--- src/hdl/bdab_pkg.sv ---
// ----------------------------------------------------------------------------
// bdab_pkg: shared types and constants of the device address book
// Frame query, scan token, slot write command, states, action codes and field widths.
// ----------------------------------------------------------------------------
package bdab_pkg;

	localparam int ADDR_W  = 40;
	localparam int LEN_W   = 3;
	localparam int RATE_W  = 2;
	localparam int MHZ_W   = 12;
	localparam int STR_W   = 7;
	localparam int TIME_W  = 32;
	localparam int CNT_W   = 32;
	localparam int IDX_W   = 6;
	localparam int NDEV_W  = 7;
	localparam int LIMIT_W = 8;

	localparam int MAX_DEVICES_DEF = 16;
	localparam logic [LIMIT_W-1:0] LIMIT_RESET = 8'd4;
	localparam logic [STR_W-1:0]   STR_DEFAULT = 7'd100;

	// result action codes
	localparam logic [1:0] ACT_UPDATED  = 2'd0;
	localparam logic [1:0] ACT_INSERTED = 2'd1;
	localparam logic [1:0] ACT_REPLACED = 2'd2;
	localparam logic [1:0] ACT_DROPPED  = 2'd3;

	typedef enum logic [1:0] {
		ST_IDLE,
		ST_SCAN,
		ST_RESOLVE
	} state_t;

	// frame held for the whole scan, address already masked to its length
	typedef struct packed {
		logic [ADDR_W-1:0] addr;
		logic [LEN_W-1:0]  len;
		logic [RATE_W-1:0] rate;
		logic [MHZ_W-1:0]  mhz;
		logic [STR_W-1:0]  str;
		logic [TIME_W-1:0] time_ms;
	} query_t;

	// token walking down the cell row
	typedef struct packed {
		logic             found;
		logic [IDX_W-1:0] idx;
		logic [CNT_W-1:0] cnt;
		logic [IDX_W-1:0] wk_idx;
		logic [CNT_W-1:0] wk_cnt;
	} token_t;

	// slot write command broadcast to all cells
	typedef struct packed {
		logic             en;
		logic             fill;
		logic [IDX_W-1:0] idx;
	} wr_t;

	localparam token_t TOKEN_INIT = '{found: 1'b0, idx: '0, cnt: '0,
		wk_idx: '0, wk_cnt: '1};

endpackage

--- src/hdl/busiest_device_address_book.sv ---
// ----------------------------------------------------------------------------
// busiest_device_address_book: table of the most active radio devices
// Looks up each decoded frame, updates, inserts or replaces an entry, or drops the frame.
// ----------------------------------------------------------------------------
// Usage:
//   Input channel (in_valid / in_stall) carries one frame per transfer.
//   Output channel (out_valid / out_stall) returns one result per frame:
//   action, touched slot, its packet count and the number of devices.
//   cfg_valid / cfg_ready writes replace_limit; cfg_ready is always high,
//   write it only while no frame is in flight.
// Timing:
//   A frame is registered together with a start flag; the scan token then
//   walks the cell row one slot per cycle, the tail token is latched and
//   a resolve step loads the result. in_stall is high from the cycle after
//   a transfer until the result is issued, so no new frame is taken while
//   one is in flight.
// Reset:
//   arst_n empties the table (device count zero) and sets the limit to 4.
//   Slot contents are not cleared; only slots below the count are used.
// Stall:
//   A result waits in the output register while out_stall is high; a
//   finished scan holds in the resolve step until the register frees up.
// ----------------------------------------------------------------------------
module busiest_device_address_book
	import bdab_pkg::*;
#(
	parameter int MAX_DEVICES = MAX_DEVICES_DEF
) (
	input  logic                clk,
	input  logic                arst_n,
	input  logic                in_valid,
	output logic                in_stall,
	input  logic [ADDR_W-1:0]   address,
	input  logic [LEN_W-1:0]    address_length,
	input  logic [RATE_W-1:0]   data_rate,
	input  logic [MHZ_W-1:0]    channel_mhz,
	input  logic [STR_W-1:0]    strength,
	input  logic [TIME_W-1:0]   time_ms,
	output logic                out_valid,
	input  logic                out_stall,
	output logic [1:0]          action,
	output logic [IDX_W-1:0]    entry_index,
	output logic [CNT_W-1:0]    entry_packets,
	output logic [NDEV_W-1:0]   device_count,
	input  logic                cfg_valid,
	output logic                cfg_ready,
	input  logic [LIMIT_W-1:0]  cfg_data
);

	state_t state_q, state_d;
	query_t qry_q, qry_d;
	token_t res_q, tail_tok;
	logic   tail_vld, start_q, in_acc, out_free, go;
	logic   len_ok;
	wr_t    wr;
	logic [NDEV_W-1:0]  n_q, n_d;
	logic [LIMIT_W-1:0] limit_q;

	logic              out_valid_q;
	logic [1:0]        action_q, act_d;
	logic [IDX_W-1:0]  index_q, idx_d;
	logic [CNT_W-1:0]  packets_q, pk_d;
	logic [NDEV_W-1:0] count_q;

	assign in_acc    = in_valid && !in_stall;
	assign in_stall  = (state_q != ST_IDLE);
	assign out_free  = !out_valid_q || !out_stall;
	assign go        = (state_q == ST_RESOLVE) && out_free;
	assign cfg_ready = 1'b1;
	assign len_ok    = qry_q.len inside {3'd3, 3'd4, 3'd5};

	// frame capture with address masked to its length
	always_comb begin
		qry_d.len     = address_length;
		qry_d.rate    = data_rate;
		qry_d.mhz     = channel_mhz;
		qry_d.str     = strength;
		qry_d.time_ms = time_ms;
		case (address_length)
			3'd3:    qry_d.addr = {16'd0, address[23:0]};
			3'd4:    qry_d.addr = {8'd0, address[31:0]};
			default: qry_d.addr = address;
		endcase
	end

	always_ff @(posedge clk) begin
		if (in_acc) begin
			qry_q <= qry_d;
		end
		if (tail_vld) begin
			res_q <= tail_tok;
		end
	end

	// next state
	always_comb begin
		state_d = state_q;
		case (state_q)
			ST_IDLE:    if (in_acc) state_d = ST_SCAN;
			ST_SCAN:    if (tail_vld) state_d = ST_RESOLVE;
			ST_RESOLVE: if (out_free) state_d = ST_IDLE;
			default:    state_d = ST_IDLE;
		endcase
	end

	// resolve: pick action and slot from the finished token
	always_comb begin
		act_d = ACT_DROPPED;
		idx_d = '0;
		pk_d  = '0;
		n_d   = n_q;
		wr    = '{en: 1'b0, fill: 1'b0, idx: '0};
		if (len_ok) begin
			if (res_q.found) begin
				act_d = ACT_UPDATED;
				idx_d = res_q.idx;
				pk_d  = res_q.cnt;
				wr    = '{en: 1'b1, fill: 1'b0, idx: res_q.idx};
			end else if (n_q < NDEV_W'(MAX_DEVICES)) begin
				act_d = ACT_INSERTED;
				idx_d = n_q[IDX_W-1:0];
				pk_d  = CNT_W'(1);
				n_d   = n_q + 1'b1;
				wr    = '{en: 1'b1, fill: 1'b1, idx: n_q[IDX_W-1:0]};
			end else if (res_q.wk_cnt < CNT_W'(limit_q)) begin
				act_d = ACT_REPLACED;
				idx_d = res_q.wk_idx;
				pk_d  = CNT_W'(1);
				wr    = '{en: 1'b1, fill: 1'b1, idx: res_q.wk_idx};
			end
		end
		if (!go) begin
			wr.en = 1'b0;
		end
	end

	// control registers
	always_ff @(posedge clk or negedge arst_n) begin
		if (!arst_n) begin
			state_q     <= ST_IDLE;
			start_q     <= 1'b0;
			n_q         <= '0;
			limit_q     <= LIMIT_RESET;
			out_valid_q <= 1'b0;
		end else begin
			state_q <= state_d;
			start_q <= in_acc;
			if (go) begin
				n_q <= n_d;
			end
			if (cfg_valid && cfg_ready) begin
				limit_q <= cfg_data;
			end
			if (go) begin
				out_valid_q <= 1'b1;
			end else if (!out_stall) begin
				out_valid_q <= 1'b0;
			end
		end
	end

	// result register
	always_ff @(posedge clk) begin
		if (go) begin
			action_q  <= act_d;
			index_q   <= idx_d;
			packets_q <= pk_d;
			count_q   <= n_d;
		end
	end

	bdab_chain #(
		.MAX_DEVICES(MAX_DEVICES)
	) u_chain (
		.clk      (clk),
		.arst_n   (arst_n),
		.qry      (qry_q),
		.n_valid  (n_q),
		.start    (start_q),
		.tail_tok (tail_tok),
		.tail_vld (tail_vld),
		.wr       (wr)
	);

	assign out_valid     = out_valid_q;
	assign action        = action_q;
	assign entry_index   = index_q;
	assign entry_packets = packets_q;
	assign device_count  = count_q;

`ifndef ASSERT_OFF
	// a transfer always starts a scan that blocks the input
	a_busy_after_in: assert property (@(posedge clk) disable iff (!arst_n)
		in_acc |=> in_stall)
		else $error("input not blocked after transfer");

	// the token reaches the tail only while scanning
	a_tail_in_scan: assert property (@(posedge clk) disable iff (!arst_n)
		tail_vld |-> (state_q == ST_SCAN))
		else $error("scan token outside scan");

	// device count never passes the table size
	a_count_bound: assert property (@(posedge clk) disable iff (!arst_n)
		n_q <= NDEV_W'(MAX_DEVICES))
		else $error("device count above table size");

	// dropped frames report slot and packets as zero
	a_drop_zero: assert property (@(posedge clk) disable iff (!arst_n)
		(out_valid_q && action_q == ACT_DROPPED) |-> (index_q == '0 && packets_q == '0))
		else $error("dropped frame with nonzero slot data");
`endif

endmodule

--- src/hdl/bdab_cell.sv ---
// ----------------------------------------------------------------------------
// bdab_cell: one slot of the address book
// Holds one entry, folds it into the passing scan token and applies writes.
// ----------------------------------------------------------------------------
module bdab_cell
	import bdab_pkg::*;
#(
	parameter int CELL_ID = 0
) (
	input  logic              clk,
	input  logic              arst_n,
	input  query_t            qry,
	input  logic [NDEV_W-1:0] n_valid,
	input  token_t            tok_i,
	input  logic              tok_vld_i,
	output token_t            tok_o,
	output logic              tok_vld_o,
	input  wr_t               wr
);

	logic [ADDR_W-1:0] addr_q;
	logic [LEN_W-1:0]  len_q;
	logic [CNT_W-1:0]  cnt_q;
	logic [RATE_W-1:0] rate_q;
	logic [MHZ_W-1:0]  mhz_q;
	logic [STR_W-1:0]  str_q;
	logic [TIME_W-1:0] time_q;

	token_t tok_q, tok_d;
	logic   tok_vld_q;
	logic   live, hit, wr_hit;
	logic [CNT_W-1:0] cnt_inc;

	assign live    = NDEV_W'(CELL_ID) < n_valid;
	assign hit     = (len_q == qry.len) && (addr_q == qry.addr);
	assign cnt_inc = (&cnt_q) ? cnt_q : cnt_q + 1'b1;
	assign wr_hit  = wr.en && (wr.idx == IDX_W'(CELL_ID));

	// fold this slot into the token: first match wins, else track fewest packets
	always_comb begin
		tok_d = tok_i;
		if (!tok_i.found && live) begin
			if (hit) begin
				tok_d.found = 1'b1;
				tok_d.idx   = IDX_W'(CELL_ID);
				tok_d.cnt   = cnt_inc;
			end else if (cnt_q < tok_i.wk_cnt) begin
				tok_d.wk_idx = IDX_W'(CELL_ID);
				tok_d.wk_cnt = cnt_q;
			end
		end
	end

	// token hop to the neighbor
	always_ff @(posedge clk or negedge arst_n) begin
		if (!arst_n) begin
			tok_vld_q <= 1'b0;
		end else begin
			tok_vld_q <= tok_vld_i;
		end
	end

	always_ff @(posedge clk) begin
		if (tok_vld_i) begin
			tok_q <= tok_d;
		end
	end

	// entry write: fill a new device or refresh a matched one
	always_ff @(posedge clk) begin
		if (wr_hit) begin
			rate_q <= qry.rate;
			mhz_q  <= qry.mhz;
			time_q <= qry.time_ms;
			if (wr.fill) begin
				addr_q <= qry.addr;
				len_q  <= qry.len;
				cnt_q  <= CNT_W'(1);
				str_q  <= (qry.str != '0) ? qry.str : STR_DEFAULT;
			end else begin
				cnt_q <= cnt_inc;
				if (qry.str < str_q) begin
					str_q <= qry.str;
				end
			end
		end
	end

	assign tok_o     = tok_q;
	assign tok_vld_o = tok_vld_q;

endmodule

--- src/hdl/bdab_chain.sv ---
// ----------------------------------------------------------------------------
// bdab_chain: row of address book cells
// Links the cells so the scan token moves one slot per cycle.
// ----------------------------------------------------------------------------
module bdab_chain
	import bdab_pkg::*;
#(
	parameter int MAX_DEVICES = MAX_DEVICES_DEF
) (
	input  logic              clk,
	input  logic              arst_n,
	input  query_t            qry,
	input  logic [NDEV_W-1:0] n_valid,
	input  logic              start,
	output token_t            tail_tok,
	output logic              tail_vld,
	input  wr_t               wr
);

	token_t tok [MAX_DEVICES+1];
	logic   vld [MAX_DEVICES+1];

	assign tok[0] = TOKEN_INIT;
	assign vld[0] = start;

	for (genvar i = 0; i < MAX_DEVICES; i++) begin : g_cell
		bdab_cell #(
			.CELL_ID(i)
		) u_cell (
			.clk       (clk),
			.arst_n    (arst_n),
			.qry       (qry),
			.n_valid   (n_valid),
			.tok_i     (tok[i]),
			.tok_vld_i (vld[i]),
			.tok_o     (tok[i+1]),
			.tok_vld_o (vld[i+1]),
			.wr        (wr)
		);
	end

	assign tail_tok = tok[MAX_DEVICES];
	assign tail_vld = vld[MAX_DEVICES];

endmodule
--- config.mk ---
export PLATFORM = sky130hd
export DESIGN_NAME = busiest_device_address_book
export DESIGN_NICKNAME = d
export VERILOG_FILES = /design/src/hdl/bdab_pkg.sv /design/src/hdl/busiest_device_address_book.sv /design/src/hdl/bdab_cell.sv /design/src/hdl/bdab_chain.sv
export SDC_FILE = /design/constraint.sdc
export NUM_CORES = 2
export LEC_CHECK = 0
export BUFFER_PORTS_ARGS = -buffer_cell sky130_fd_sc_hd__buf_2
export CAP_MARGIN = 20
export CORE_MARGIN = 5
export CORE_UTILIZATION = 54
export CTS_CLUSTER_SIZE = 40
export DETAILED_ROUTE_END_ITERATION = 10
export PLACE_DENSITY_LB_ADDON = 0.25
export SYNTH_ARGS = -nofsm -noshare
export SYNTH_HDL_FRONTEND = slang
export SYNTH_SLANG_ARGS = --single-unit
--- constraint.sdc ---
create_clock -name clk -period 14.9 [get_ports clk]
set_clock_uncertainty 0.2 [all_clocks]
set_input_delay 2.98 -clock clk [delete_from_list [all_inputs] [get_ports clk]]
set_output_delay 2.98 -clock clk [all_outputs]
set_load 0.005 [all_outputs]
==> impl_results.md <==
- Layout cells sized above 1: 18.6%
- Post-layout net count: 9751
- Number of max-capacitance violations reported: 0
- Worst hold slack: 0.211 ns
- Number of library cell types mapped by synthesis: 90
- Number of global-route vias before repair: 73100
- Hpwl dp: 206000 um
- Reg-to-reg endpoint: u_chain.g_cell[5].u_cell.cnt_q[8]
- Number of top-level pins: 159
- Synth Flop Type: edfxtp_1
- Post-CTS repair timing setup buffer count: 0
- Clock buffer count from CTS: 286
- Number of iterations in the first detailed-routing pass: 6
- Req. time, crit path: 15.19 ns
- TritonCTS clock tree: yes
- Transition time of the tightest slew-check pin: 1.23 ns
- Flop-to-flop setup slack: 9.22 ns
- Share of the core filled with cells: 60.3%
- Worst r2r src: limit_q[2]
- Routed Antenna Nets: 0
- Initial Utilization: 54.2%
- Lkg Pwr: 49.0 nW
- Number of flops mapped to enable cells by yosys: 2501
- Post-route total power: 15.7 mW
- Hold path endpoint: res_q[55]
- Hold-fix buffer count after cts: 0
- Largest net degree at the start of global routing: 202
- Summed negative setup slack over all endpoints: 0 ns
- Number of vias in the routed layout: 72700
- Final worst path period share: 39.0%
- CP Capture Type: register
- RSZ-0062 raised after global routing: false
- Synthesized cell area: 0.123 mm^2
- Slew HR: 17.6%
- Port Buffer Count: 104
- Async SR Flop Fraction: 1.38%
- Post-synthesis register bit count: 2536
- Max FO, Critical Path: 53
- Number of antenna violations at the first check in global routing: 7
- Post-synthesis cell count: 8891
- Number of warning messages in the yosys log: 0
- Synthesized area per cell: 13.9 um^2
- Setup ws final: 9.09 ns
- Worst Setup Slack post-DPL: 8.16 ns
- Latest clock arrival within the worst-skew pair: 0.94 ns
- Cell row count: 175
- Post-layout minimum cycle time: 5.81 ns
- GRT Residual Overflow: 0
- Worst hold path type: register to register
- Height of the die: 488 um
- Global-route wire length before repair: 454000 um
- Routed via count divided by cell count: 5.88
- GRT Total Usage: 25.4%
- Number of H-tree levels: 5
- Maximum vdd ir drop: 0.126 mV
- Count of unresolved DRC violations after routing: 0
- Num Clock Sinks: 2536
- Max Slew Vio Count: 0
- Clock edge transition at the registers on the reported setup and hold paths: 0.06 ns
- PostCTS Resize Cnt: 0
- Number of endpoints with negative hold slack in the final report: 0
- Full die area: 0.238 mm^2
- Clock root buffer master: clkbuf_16
- Achievable frequency: 172 MHz
- Routed wire length: 307000 um
- Worst setup path start: out_stall
- Kind of critical path: input pin to register
- Part of the Yosys area used for sequential elements: 61.7%
- Arr. time, crit path: 6.09 ns
- Logic depth of the worst register-to-register path: 11
- Hold Startpoint: u_chain.g_cell[15].u_cell.tok_o[55]
- Layout Area Growth over Synthesis: 11.3%
- Maximum buffer depth of the clock tree: 4
- # setup viols final: 0
- Power density over the cells: 114 mW/mm^2
- Worst setup SP type: input pin
- Hold path cells: 0
- Die width: 488 um
- Core Footprint: 0.227 mm^2
- Routability cong.: 0.907
- Result of the run: complete, no violations
- Drt wl/cell: 24.8 um
- 1st-iter DRT viols: 6327
-- how the worst max path moves through the flow --
stage | endpoint | slack [ns] | cells after the start
3_3_place_gp | u_chain.g_cell[12].u_cell.addr_q[29] | 8.18 | 6
3_5_place_dp | u_chain.g_cell[14].u_cell.addr_q[6] | 8.16 | 6
6_report | u_chain.g_cell[13].u_cell.cnt_q[18] | 9.09 | 6
4_1_cts | u_chain.g_cell[13].u_cell.addr_q[18] | 9.11 | 6
5_1_grt | u_chain.g_cell[5].u_cell.cnt_q[8] | 9.04 | 11
2_1_floorplan | u_chain.g_cell[1].u_cell.addr_q[0] | 5.87 | 5
-- layer usage --
| layer | up-vias | GRT usage (%) | share of wire (%) |
|---|---|---|---|
| met2 | 2317 | 44.0 | 50 |
| li1 | 33100 | - | - |
| met3 | 672 | 3.44 | 5.5 |
| met5 | - | 0 | 0.0039 |
| met1 | 36600 | 32.2 | 40 |
| met4 | 2 | 10.5 | 4.5 |
-- cell families (layout without fill, tap and decap cells) --
group | after synthesis | after routing | synth area share [%]
compound gates | 512 | 512 | 2.67
xor+xnor | 1159 | 1159 | 8.24
fa+ha+maj | 489 | 489 | 4.96
buf+inv | 827 | 1288 | 2.84
flops | 2536 | 2536 | 61.7
mux | 960 | 960 | 8.79
other cells | 2 | 8 | 0.00609
simple gates | 2406 | 2406 | 10.8
-- report_power, final --
part           total (mW)  switching, mW  leakage, nW  internal, mW
Clock                6.93           2.77         4.40          4.16
Sequential           8.15          0.117         23.1          8.04
Combinational       0.601          0.375         21.5         0.226
-- cell usage after synthesis, drive strengths merged (4+ instances only) --
master,count,share of area (%)
edfxtp,2501,61
mux2,909,8.4
xor2,614,4.4
xnor2,545,3.9
inv,536,1.6
and2,507,2.6
ha,489,5.0
nor2,325,1.0
nand2,316,0.96
nand4,289,1.5
nand3,242,0.98
buf,175,0.86
a21oi,173,0.72
nor4,165,0.89
and3,123,0.63
nor3,116,0.48
clkbuf,114,0.35
o21ai,101,0.41
or2,79,0.40
a21o,76,0.46
nand2b,70,0.36
and4,59,0.42
mux2i,51,0.41
nor2b,45,0.23
dfrtp,34,0.69
a211oi,29,0.18
o21a,24,0.15
o31ai,21,0.13
or3,18,0.092
nand3b,17,0.10
a31oi,14,0.076
or4,14,0.094
o2111ai,11,0.078
a2111oi,9,0.084
o211ai,9,0.055
a221oi,8,0.057
nand4b,6,0.043
o21bai,6,0.037
a21boi,4,0.024
o22ai,4,0.020
o311ai,4,0.028
or3b,4,0.028
-- critical path, stage by stage --
cell	delay, ns
buf_2	0.12
a21oi_4	0.13
buf_4	0.57
a21boi_1	0.39
nand3_2	0.69
nor2_4	1.14
-- cell usage in the layout, fill, tap and decap left out, drive strengths merged, types with 29 or more instances in the layout --
cell type,Yosys,final
nand2b,70,70
edfxtp,2501,2501
and4,59,59
nand4,289,289
and3,123,123
o21ai,101,101
ha,489,489
xor2,614,614
clkinv,2,82
clkbuf,114,354
and2,507,507
nor2b,45,45
dfrtp,34,34
nor4,165,165
nand2,316,316
mux2i,51,51
nand3,242,242
a21o,76,76
or2,79,79
bufinv,0,34
nor3,116,116
mux2,909,909
a21oi,173,173
inv,536,544
a211oi,29,29
nor2,325,325
buf,175,261
xnor2,545,545
-- cell type report --
class	count	area (um^2)
Fill cell	17200	90100
Sequential cell	2536	76000
Multi-Input combinational cell	5529	44100
Clock buffer	353	7500
Tap cell	3009	3760
Timing Repair Buffer	262	2100
Inverter	538	2020
Clock inverter	135	1610
Antenna cell	5	12.5
-- per-stage QoR --
step | instance area (um^2) | cells
2_1_floorplan | 123000 | 8892
3_3_place_gp | 127000 | 11800
3_5_place_dp | 128000 | 11900
4_1_cts | 137000 | 12300
5_1_grt | 137000 | 12400
6_report | 137000 | 12400
-- registers in the layout, summed over array words and instances (netlist names) --
signal / cells
action: 2
entry_packets: 32
entry_index: 6
u_chain.g_cell.u_cell.tok_vld_o: 16
u_chain.g_cell.u_cell.len_q: 48
u_chain.g_cell.u_cell.tok_o: 1138
res_q: 73
start_q: 1
device_count: 7
u_chain.g_cell.u_cell.cnt_q: 512
out_valid: 1
n_q: 7
qry_q: 43
limit_q: 8
state_q: 2
u_chain.g_cell.u_cell.addr_q: 640
(Power assumes the default switching activity.)
